### config.mk
export PLATFORM = sky130hd
export DESIGN_NAME = confirm_gate_with_deadlines_core
export DESIGN_NICKNAME = d
export VERILOG_FILES = /design/src/rtl/cgd_pkg.sv /design/src/rtl/cgd_cfg.sv /design/src/rtl/cgd_exec.sv /design/src/rtl/confirm_gate_with_deadlines_core.sv
export SDC_FILE = /design/constraint.sdc
export NUM_CORES = 2
export LEC_CHECK = 0
export BUFFER_PORTS_ARGS = -buffer_cell sky130_fd_sc_hd__buf_4
export CELL_PAD_IN_SITES_DETAIL_PLACEMENT = 0
export CELL_PAD_IN_SITES_GLOBAL_PLACEMENT = 1
export CORE_MARGIN = 5
export CORE_UTILIZATION = 30
export CTS_CLUSTER_SIZE = 40
export DETAILED_ROUTE_END_ITERATION = 12
export PLACE_DENSITY = 0.56
export SETUP_SLACK_MARGIN = 0.4
export SYNTH_ARGS = -nofsm -noshare
export SYNTH_HDL_FRONTEND = slang
export SYNTH_SLANG_ARGS = --single-unit
### constraint.sdc
create_clock -name aclk -period 7.6 [get_ports aclk]
set_input_delay 0.76 -clock aclk [delete_from_list [all_inputs] [get_ports aclk]]
set_output_delay 0.76 -clock aclk [all_outputs]
set_load 0.02 [all_outputs]
### src/rtl/cgd_pkg.sv
`default_nettype none
package cgd_pkg;

    typedef enum logic [2:0] {
        PH_IDLE     = 3'd0,
        PH_PENDING  = 3'd1,
        PH_ALLOWED  = 3'd2,
        PH_DENIED   = 3'd3,
        PH_EXPIRED  = 3'd4,
        PH_CONSUMED = 3'd5
    } phase_t;

    typedef enum logic [3:0] {
        ST_READY       = 4'd0,
        ST_REQUIRED    = 4'd1,
        ST_BUSY        = 4'd2,
        ST_DENIED      = 4'd3,
        ST_EXPIRED     = 4'd4,
        ST_MISMATCH    = 4'd5,
        ST_CONSUMED    = 4'd6,
        ST_MISSING     = 4'd7,
        ST_NOT_ALLOWED = 4'd8
    } status_t;

    localparam logic [2:0] OP_PREPARE  = 3'd0;
    localparam logic [2:0] OP_CONSUME  = 3'd1;
    localparam logic [2:0] OP_ALLOW    = 3'd2;
    localparam logic [2:0] OP_DENY     = 3'd3;
    localparam logic [2:0] OP_POLL     = 3'd4;
    localparam logic [2:0] OP_SNAPSHOT = 3'd5;

    localparam logic [1:0] CFG_PENDING_TIMEOUT  = 2'd0;
    localparam logic [1:0] CFG_ALLOWED_TIMEOUT  = 2'd1;
    localparam logic [1:0] CFG_TERM_RETENTION   = 2'd2;

    localparam logic [30:0] PENDING_TIMEOUT_RST = 31'd60000;
    localparam logic [30:0] ALLOWED_TIMEOUT_RST = 31'd60000;
    localparam logic [30:0] TERM_RETENTION_RST  = 31'd10000;

    typedef struct packed {
        logic [2:0]  opcode;
        logic        has_id;
        logic [31:0] request_id;
        logic [31:0] request_size;
        logic [31:0] time_now;
    } cmd_t;

    typedef struct packed {
        logic [30:0] pending_timeout;
        logic [30:0] allowed_timeout;
        logic [30:0] terminal_retention;
    } cfg_t;

    typedef struct packed {
        phase_t      phase;
        logic [31:0] next_id;
        logic [31:0] current_id;
        logic [31:0] current_size;
        logic [31:0] created_time;
        logic [31:0] pending_until;
        logic [31:0] allowed_until;
        logic [31:0] block_until;
        logic        terminal_seen;
        phase_t      record_phase;
        logic [31:0] record_id;
        logic [31:0] record_size;
        logic [31:0] record_until;
    } gate_st_t;

    typedef struct packed {
        status_t     status;
        logic        success;
        logic [31:0] answer_id;
    } res_t;

    // Deadline counts as reached when (now - dl) is non-negative modulo 2^32
    function automatic logic reached(input logic [31:0] now, input logic [31:0] dl);
        logic [31:0] diff;
        diff = now - dl;
        return ~diff[31];
    endfunction

endpackage
`default_nettype wire

### src/rtl/cgd_cfg.sv
`default_nettype none
module cgd_cfg (
    input  wire logic          aclk,
    input  wire logic          aresetn,
    input  wire logic          psel,
    input  wire logic          penable,
    input  wire logic          pwrite,
    input  wire logic [3:0]    paddr,
    input  wire logic [31:0]   pwdata,
    output logic      [31:0]   prdata,
    output logic               pready,
    output cgd_pkg::cfg_t      cfg_o
);

    cgd_pkg::cfg_t cfg_reg;
    logic          wr_en;

    assign pready = 1'b1;
    assign wr_en  = psel & penable & pwrite;
    assign cfg_o  = cfg_reg;

    always_ff @(posedge aclk) begin
        if (!aresetn) begin
            cfg_reg.pending_timeout    <= cgd_pkg::PENDING_TIMEOUT_RST;
            cfg_reg.allowed_timeout    <= cgd_pkg::ALLOWED_TIMEOUT_RST;
            cfg_reg.terminal_retention <= cgd_pkg::TERM_RETENTION_RST;
        end else if (wr_en) begin
            unique case (paddr[3:2])
                cgd_pkg::CFG_PENDING_TIMEOUT: cfg_reg.pending_timeout    <= pwdata[30:0];
                cgd_pkg::CFG_ALLOWED_TIMEOUT: cfg_reg.allowed_timeout    <= pwdata[30:0];
                cgd_pkg::CFG_TERM_RETENTION:  cfg_reg.terminal_retention <= pwdata[30:0];
                default: ;
            endcase
        end
    end

    always_comb begin
        unique case (paddr[3:2])
            cgd_pkg::CFG_PENDING_TIMEOUT: prdata = {1'b0, cfg_reg.pending_timeout};
            cgd_pkg::CFG_ALLOWED_TIMEOUT: prdata = {1'b0, cfg_reg.allowed_timeout};
            cgd_pkg::CFG_TERM_RETENTION:  prdata = {1'b0, cfg_reg.terminal_retention};
            default:                      prdata = '0;
        endcase
    end

endmodule
`default_nettype wire

### src/rtl/cgd_exec.sv
`default_nettype none
module cgd_exec (
    input  cgd_pkg::cmd_t     cmd_i,
    input  cgd_pkg::cfg_t     cfg_i,
    input  cgd_pkg::gate_st_t st_i,
    output cgd_pkg::gate_st_t st_o,
    output cgd_pkg::res_t     res_o
);

    cgd_pkg::gate_st_t s1;
    logic              op_live;
    logic              expired;
    logic [31:0]       now;
    logic [31:0]       block_dl;
    logic [31:0]       record_dl;
    logic [31:0]       pend_dl;
    logic [31:0]       allow_dl;
    logic              cur_match;
    logic              rec_match;
    logic              inactive;
    logic              s1_terminal;
    cgd_pkg::status_t  rec_status;
    logic [31:0]       nid;
    logic [31:0]       nid_inc;

    assign now       = cmd_i.time_now;
    assign op_live   = (cmd_i.opcode <= cgd_pkg::OP_POLL);
    assign block_dl  = now + {1'b0, cfg_i.terminal_retention};
    assign record_dl = now + {1'b0, cfg_i.pending_timeout};
    assign pend_dl   = record_dl;
    assign allow_dl  = now + {1'b0, cfg_i.allowed_timeout};

    // Expire a pending or allowed request whose deadline has been reached (not on snapshot or unused codes)
    always_comb begin
        s1      = st_i;
        expired = 1'b0;
        if (op_live &&
            ((st_i.phase == cgd_pkg::PH_PENDING &&
              cgd_pkg::reached(now, st_i.pending_until)) ||
             (st_i.phase == cgd_pkg::PH_ALLOWED &&
              cgd_pkg::reached(now, st_i.allowed_until)))) begin
            expired          = 1'b1;
            s1.phase         = cgd_pkg::PH_EXPIRED;
            s1.allowed_until = '0;
            s1.block_until   = block_dl;
            s1.terminal_seen = 1'b0;
            s1.record_phase  = cgd_pkg::PH_EXPIRED;
            s1.record_id     = st_i.current_id;
            s1.record_size   = st_i.current_size;
            s1.record_until  = record_dl;
        end
    end

    assign s1_terminal = (s1.phase == cgd_pkg::PH_DENIED) ||
                         (s1.phase == cgd_pkg::PH_EXPIRED);
    assign cur_match   = (s1.current_id != '0) && (cmd_i.request_id == s1.current_id) &&
                         (cmd_i.request_size == s1.current_size);
    assign rec_match   = ((s1.record_phase == cgd_pkg::PH_DENIED) ||
                          (s1.record_phase == cgd_pkg::PH_EXPIRED)) &&
                         !cgd_pkg::reached(now, s1.record_until) &&
                         (s1.record_id != '0) && (cmd_i.request_id == s1.record_id) &&
                         (cmd_i.request_size == s1.record_size);
    assign rec_status  = (s1.record_phase == cgd_pkg::PH_DENIED) ?
                         cgd_pkg::ST_DENIED : cgd_pkg::ST_EXPIRED;
    assign inactive    = (s1.phase == cgd_pkg::PH_IDLE) ||
                         (s1.phase == cgd_pkg::PH_CONSUMED) ||
                         (s1_terminal &&
                          (s1.terminal_seen || cgd_pkg::reached(now, s1.block_until)));
    assign nid         = (s1.next_id == '0) ? 32'd1 : s1.next_id;
    assign nid_inc     = nid + 32'd1;

    always_comb begin
        st_o            = s1;
        res_o.status    = cgd_pkg::ST_READY;
        res_o.success   = 1'b0;
        res_o.answer_id = '0;
        unique case (cmd_i.opcode)
            cgd_pkg::OP_PREPARE: begin
                res_o.answer_id = s1.current_id;
                if (!cmd_i.has_id) begin
                    if (inactive) begin
                        st_o.phase         = cgd_pkg::PH_PENDING;
                        st_o.current_id    = nid;
                        st_o.next_id       = (nid_inc == '0) ? 32'd1 : nid_inc;
                        st_o.current_size  = cmd_i.request_size;
                        st_o.created_time  = now;
                        st_o.pending_until = pend_dl;
                        st_o.allowed_until = '0;
                        st_o.block_until   = '0;
                        st_o.terminal_seen = 1'b0;
                        res_o.status       = cgd_pkg::ST_REQUIRED;
                        res_o.answer_id    = nid;
                    end else begin
                        res_o.status = cgd_pkg::ST_BUSY;
                    end
                end else if (!cur_match) begin
                    if (rec_match) begin
                        res_o.answer_id = cmd_i.request_id;
                        res_o.status    = rec_status;
                    end else begin
                        res_o.status = cgd_pkg::ST_MISMATCH;
                    end
                end else if (s1.phase == cgd_pkg::PH_PENDING) begin
                    res_o.status = cgd_pkg::ST_REQUIRED;
                end else if (s1.phase == cgd_pkg::PH_ALLOWED) begin
                    res_o.status = cgd_pkg::ST_READY;
                end else begin
                    res_o.status = (s1.phase == cgd_pkg::PH_DENIED) ?
                                   cgd_pkg::ST_DENIED : cgd_pkg::ST_EXPIRED;
                    if (s1_terminal) begin
                        st_o.terminal_seen = 1'b1;
                        st_o.block_until   = '0;
                    end
                end
            end
            cgd_pkg::OP_CONSUME: begin
                if (!cmd_i.has_id) begin
                    res_o.answer_id = s1.current_id;
                    res_o.status    = cgd_pkg::ST_MISSING;
                end else begin
                    res_o.answer_id = cmd_i.request_id;
                    if (!cur_match) begin
                        res_o.status = rec_match ? rec_status : cgd_pkg::ST_MISMATCH;
                    end else if (s1.phase == cgd_pkg::PH_ALLOWED) begin
                        st_o.phase         = cgd_pkg::PH_CONSUMED;
                        st_o.allowed_until = '0;
                        st_o.block_until   = '0;
                        st_o.terminal_seen = 1'b0;
                        res_o.status       = cgd_pkg::ST_CONSUMED;
                    end else if (s1.phase == cgd_pkg::PH_PENDING) begin
                        res_o.status = cgd_pkg::ST_NOT_ALLOWED;
                    end else begin
                        res_o.status = (s1.phase == cgd_pkg::PH_DENIED) ?
                                       cgd_pkg::ST_DENIED : cgd_pkg::ST_EXPIRED;
                        if (s1_terminal) begin
                            st_o.terminal_seen = 1'b1;
                            st_o.block_until   = '0;
                        end
                    end
                end
            end
            cgd_pkg::OP_ALLOW: begin
                if (s1.phase == cgd_pkg::PH_PENDING) begin
                    st_o.phase         = cgd_pkg::PH_ALLOWED;
                    st_o.allowed_until = allow_dl;
                    st_o.block_until   = '0;
                    st_o.terminal_seen = 1'b0;
                    res_o.success      = 1'b1;
                end
            end
            cgd_pkg::OP_DENY: begin
                if (s1.phase == cgd_pkg::PH_PENDING) begin
                    st_o.phase         = cgd_pkg::PH_DENIED;
                    st_o.allowed_until = '0;
                    st_o.block_until   = block_dl;
                    st_o.terminal_seen = 1'b0;
                    st_o.record_phase  = cgd_pkg::PH_DENIED;
                    st_o.record_id     = s1.current_id;
                    st_o.record_size   = s1.current_size;
                    st_o.record_until  = record_dl;
                    res_o.success      = 1'b1;
                end
            end
            cgd_pkg::OP_POLL: res_o.success = expired;
            // snapshot and unused codes report the state unchanged
            default: ;
        endcase
    end

endmodule
`default_nettype wire

### src/rtl/confirm_gate_with_deadlines_core.sv
// An accepted command waits in the input register; its result is registered onto m_*.
// Throughput: one command per cycle; the input register refills while the result register
// drains, and a stalled result holds only the command queued behind it.
// Reset: synchronous, active low; gate state and timeouts return to their reset values,
// both channel stages are emptied.
`default_nettype none
module confirm_gate_with_deadlines_core (
    input  wire logic          aclk,
    input  wire logic          aresetn,
    // tdata: request_id[31:0], request_size[63:32], time_now[95:64]
    input  wire logic [95:0]   s_tdata,
    // tuser: opcode[2:0], has_id[3]
    input  wire logic [3:0]    s_tuser,
    input  wire logic          s_tvalid,
    output logic               s_tready,
    // tdata: status[3:0], success[4], answer_id[36:5], phase_now[39:37], held_id[71:40],
    // held_size[103:72], created_at[135:104], pending_deadline[167:136],
    // allowed_deadline[199:168]
    output logic [199:0]       m_tdata,
    output logic               m_tvalid,
    input  wire logic          m_tready,
    input  wire logic          psel,
    input  wire logic          penable,
    input  wire logic          pwrite,
    input  wire logic [3:0]    paddr,
    input  wire logic [31:0]   pwdata,
    output logic      [31:0]   prdata,
    output logic               pready
);

    cgd_pkg::cfg_t     cfg;
    cgd_pkg::cmd_t     cmd_reg;
    logic              in_valid_reg;
    logic              out_valid_reg;
    logic [199:0]      out_data_reg;
    cgd_pkg::gate_st_t state_reg;
    cgd_pkg::gate_st_t state_next;
    cgd_pkg::res_t     res;
    logic              advance;

    cgd_cfg u_cfg (
        .aclk    (aclk),
        .aresetn (aresetn),
        .psel    (psel),
        .penable (penable),
        .pwrite  (pwrite),
        .paddr   (paddr),
        .pwdata  (pwdata),
        .prdata  (prdata),
        .pready  (pready),
        .cfg_o   (cfg)
    );

    cgd_exec u_exec (
        .cmd_i (cmd_reg),
        .cfg_i (cfg),
        .st_i  (state_reg),
        .st_o  (state_next),
        .res_o (res)
    );

    assign advance  = in_valid_reg & (~out_valid_reg | m_tready);
    assign s_tready = ~in_valid_reg | advance;
    assign m_tvalid = out_valid_reg;
    assign m_tdata  = out_data_reg;

    always_ff @(posedge aclk) begin
        if (!aresetn) begin
            in_valid_reg            <= 1'b0;
            out_valid_reg           <= 1'b0;
            state_reg.phase         <= cgd_pkg::PH_IDLE;
            state_reg.next_id       <= 32'd1;
            state_reg.current_id    <= '0;
            state_reg.current_size  <= '0;
            state_reg.created_time  <= '0;
            state_reg.pending_until <= '0;
            state_reg.allowed_until <= '0;
            state_reg.block_until   <= '0;
            state_reg.terminal_seen <= 1'b0;
            state_reg.record_phase  <= cgd_pkg::PH_IDLE;
            state_reg.record_id     <= '0;
            state_reg.record_size   <= '0;
            state_reg.record_until  <= '0;
        end else begin
            if (s_tready) begin
                in_valid_reg <= s_tvalid;
            end
            if (advance) begin
                state_reg     <= state_next;
                out_valid_reg <= 1'b1;
            end else if (m_tready) begin
                out_valid_reg <= 1'b0;
            end
        end
    end

    // Payload registers, no reset
    always_ff @(posedge aclk) begin
        if (s_tvalid && s_tready) begin
            cmd_reg.opcode       <= s_tuser[2:0];
            cmd_reg.has_id       <= s_tuser[3];
            cmd_reg.request_id   <= s_tdata[31:0];
            cmd_reg.request_size <= s_tdata[63:32];
            cmd_reg.time_now     <= s_tdata[95:64];
        end
        if (advance) begin
            out_data_reg <= {state_next.allowed_until, state_next.pending_until,
                             state_next.created_time, state_next.current_size,
                             state_next.current_id, state_next.phase,
                             res.answer_id, res.success, res.status};
        end
    end

    a_result_after_advance: assert property (@(posedge aclk) disable iff (!aresetn)
        advance |=> m_tvalid)
        else $error("result register not loaded after a command was executed");

    a_state_only_on_advance: assert property (@(posedge aclk) disable iff (!aresetn)
        !advance |=> $stable(state_reg))
        else $error("gate state changed without an executed command");

    a_next_id_nonzero: assert property (@(posedge aclk) disable iff (!aresetn)
        state_reg.next_id != '0)
        else $error("next ID counter reached zero");

    a_consumed_no_deadline: assert property (@(posedge aclk) disable iff (!aresetn)
        state_reg.phase == cgd_pkg::PH_CONSUMED |-> state_reg.allowed_until == '0)
        else $error("consumed request still carries an allowed deadline");

endmodule
`default_nettype wire
==> flow_summary.ini <==
[final_layout]
largest_reg_flops = 327
nets = 4931
areaGrowthSynthToFinish_pct = 24.9
instances_no_fill = 6302
drive_above_1_share_pct = 19.3
fin_area_um2 = 47400
final_core_utilization_pct = 37.7

[power]
p_comb_share_pct = 11.9
pwr-share-seq_pct = 43.2
power.share.switching_pct = 27.2
ir_drop_v = 0.000146
p_switching_mw = 2.68
power_density_nw_per_um2 = 208
leakage_nw = 18.1
intPower_mw = 7.18
clockPowerShare_pct = 44.9

[worst_setup_path]
crit_path_frequent_cell = a21o_1
cp-start-kind = flip-flop
crit_path_top_delay_cell = edfxtp_1
r2r_cells = 30
cp_max_fo = 22
cp_slowest_stage_delay_ns = 0.49
required_ns = 8.02
reg2reg_slack_ns = 0.64
criticalPathCategory = flip-flop to flip-flop
arrival_ns = 7.37
end_kind = flip-flop

[logic_synthesis]
synth_area_um2 = 38000
postSynthCellCount = 4109
synth_enable_flop_cells = 300
ys_seq_area_share_pct = 46.0
synth-warning-count = 0
postSynthAreaPerCell_um2 = 9.24
synth_cell_types = 80
synth_seq_cells = 722
synth_fp_nets = 4469
synthFlopType = dfxtp_1
synthArstFlopShare_pct = 0

[floorplan]
rows = 130
io_pins = 378
core_area_um2 = 126000
initial_core_util_pct = 30.2
die_h_um = 366
die_w_um = 366
dieArea_um2 = 134000

[clock_tree]
path_clk_slew_ns = 0.06
cts_tree = done
cts_root_buf = clkbuf_16
cts_hold_buf = 0
clk_path_buf_depth = 3
clk_latency_ns = 0.70
cts_made_buffers = 89
clock-sinks = 722
htree_levels = 3

[timing]
fin_tns_setup_ns = 0
setup_viol = 0
clock-skew-final_ns = 0.0392
hold_viol = 0
worst_pin_slew_ns = 1.21
min_period_ns = 6.96
setup_ws_ns = 0.644
relSlewSlack_pct = 19.2
slew_violations = 0
rsz0062_at_grt = false
period_share_pct = 91.5
clock.fmax_ghz = 0.144

[place]
port-buffer-count = 372
dp_cells = 6120
dp_hpwl_mm = 113
gp_congestion = 0.918
place_ws_ns = 0.0262
postPlaceCellArea_um2 = 44100

[detailed_routing]
drcViolationCount = 0
vias = 32496
wl_per_cell_um = 24.3
viasPerCell = 5.16
drt_iter0_markers = 2603
drt_wl_total_mm = 153
dr.pass1.iters = 6
ant_nets = 0

[min_path]
hp-class = primary input to flip-flop
whs_path_depth = 1

[grt]
grt_overflow = 0
grt_pass1_vias = 31321
grt_usage_pct = 21.9
grt_start_max_net_pins = 175
antenna_found_initial = 7
grt_pass1_wl_mm = 221

[run_status]
status = completed

[run]
max-cap-violations = 0
[logic make-up (layout without fill, tap and decap cells)]
family                   after synthesis  in the layout  synth area share [%]
XOR/XNOR                             210            210                  4.84
multiplexers                         187            187                  5.23
adder cells (fa/ha/maj)              217            217                  7.21
other                                  2              6                0.0198
flip-flops                           722            722                  46.0
buffers and inverters                367            906                  3.83
AO/OA/AOI/OAI                        985            985                  16.4
AND/OR/NAND/NOR                     1419           1419                  16.5
[power groups by stage]
stage / clock (mW) / combinational [mW] / sequential (mW)
2_1_floorplan: 0 / 0.554 / 4.36
6_report: 4.43 / 1.17 / 4.26
3_5_place_dp: 0 / 1.15 / 4.34
4_1_cts: 4.55 / 1.16 / 4.26
3_3_place_gp: 0 / 1.15 / 4.34
5_1_grt: 4.70 / 1.27 / 4.27
[timing repair]
action	4_1_cts	5_1_grt
endpoints found under the hold margin	0	0
gates cloned	1	1
endpoints found under the setup margin	225	423
pin swaps	1	7
resized for setup	8	45
setup buffers	0	8
[layer usage]
| layer | vias to the layer above | track usage [%] | wire length (um) |
|---|---|---|---|
| met1 | 15725 | 32.0 | 73800 |
| met2 | 953 | 32.9 | 65800 |
| li1 | 15629 | - | - |
| met4 | 6 | 6.64 | 4220 |
| met5 | - | 0 | 41 |
| met3 | 183 | 3.95 | 9270 |
[worst paths after layout]
| kind | endpoint | start |
|---|---|---|
| worst min-delay path | cmd_reg[26]$_DFFE_PP_ | s_tdata[90] |
| worst max-delay path | m_tdata[13]$_DFFE_PP_ | cmd_reg[1]$_DFFE_PP_ |
| worst max register to register | m_tdata[13]$_DFFE_PP_ | cmd_reg[1]$_DFFE_PP_ |
| worst min register to register | state_reg[200]$_SDFFE_PN0P_ | state_reg[200]$_SDFFE_PN0P_ |
[critical path, delay by kind of cell (launching register included)]
kind	cells	cell delay, ns
AO/OA/AOI/OAI	17	3.73
XOR/XNOR	1	0.15
adder cells (fa/ha/maj)	2	0.56
buffers and inverters	7	1.18
flip-flops	1	0.49
multiplexers	2	0.51
AND/OR/NAND/NOR	1	0.06
[synthesized netlist by cell type (6+ instances only)]
cell | instances | area share [%]
or3_1 | 21 | 0.35
a211oi_1 | 43 | 0.85
a21oi_1 | 403 | 5.3
nor2_1 | 253 | 2.5
nand2_1 | 739 | 7.3
mux2_2 | 85 | 2.5
xnor2_1 | 128 | 3.0
and3_1 | 13 | 0.21
a21o_1 | 77 | 1.5
and2_1 | 39 | 0.64
and4_1 | 6 | 0.14
nor2b_1 | 34 | 0.56
edfxtp_1 | 300 | 24
clkbuf_1 | 183 | 1.8
xor2_1 | 82 | 1.9
o22ai_1 | 17 | 0.28
ha_1 | 214 | 7.0
nand2b_1 | 39 | 0.64
nand4_1 | 53 | 0.87
a2111oi_0 | 11 | 0.25
a22oi_1 | 46 | 0.91
o211ai_1 | 10 | 0.20
a31oi_1 | 22 | 0.36
o31ai_1 | 8 | 0.16
buf_2 | 27 | 0.36
dfxtp_1 | 422 | 22
buf_4 | 6 | 0.12
o2111ai_1 | 10 | 0.23
nor4_1 | 43 | 0.71
a221o_1 | 34 | 0.90
mux2i_1 | 100 | 2.6
a22o_1 | 46 | 1.1
nand3_1 | 97 | 1.3
a221oi_1 | 7 | 0.16
buf_1 | 14 | 0.14
o21a_1 | 12 | 0.24
o21bai_1 | 25 | 0.49
nor3_1 | 60 | 0.79
o21ai_0 | 155 | 2.0
inv_1 | 133 | 1.3
[metrics by stage]
step / power (mW) / hold slack (ns)
after floorplan: 4.91 / 0.430
after global placement: 5.50 / 0.439
after detailed placement: 5.49 / 0.444
after CTS: 9.97 / 0.185
after global routing: 10.2 / 0.210
final: 9.86 / 0.240
[cell type report]
class,count,area (um2)
Sequential cell,722,17500
Tap cell,1650,2060
Clock buffer,114,2380
Inverter,134,518
Fill cell,12784,78300
Multi-Input combinational cell,3020,19300
Timing Repair Buffer,604,5040
Antenna cell,4,10.0
Clock inverter,54,638
[cells in the final DEF, fill, tap and decap left out, types with 21 or more instances in the layout]
| cell | instances |
|---|---|
| a31oi_1 | 21 |
| and2_1 | 37 |
| dfxtp_1 | 422 |
| nor2b_1 | 33 |
| inv_1 | 131 |
| o21bai_1 | 24 |
| a22o_1 | 46 |
| a22oi_1 | 46 |
| a21o_1 | 76 |
| nand2_1 | 737 |
| ha_1 | 214 |
| a221o_1 | 34 |
| nand2b_1 | 38 |
| mux2_2 | 85 |
| o21ai_0 | 144 |
| nand4_1 | 53 |
| nand3_1 | 96 |
| buf_4 | 562 |
| nor4_1 | 41 |
| a21oi_1 | 393 |
| clkbuf_16 | 90 |
| nor3_1 | 56 |
| xnor2_1 | 127 |
| mux2i_1 | 100 |
| a211oi_1 | 38 |
| nor2_1 | 250 |
| xor2_1 | 81 |
| edfxtp_1 | 300 |
| buf_12 | 35 |
Power figures use the tool's default switching activity.
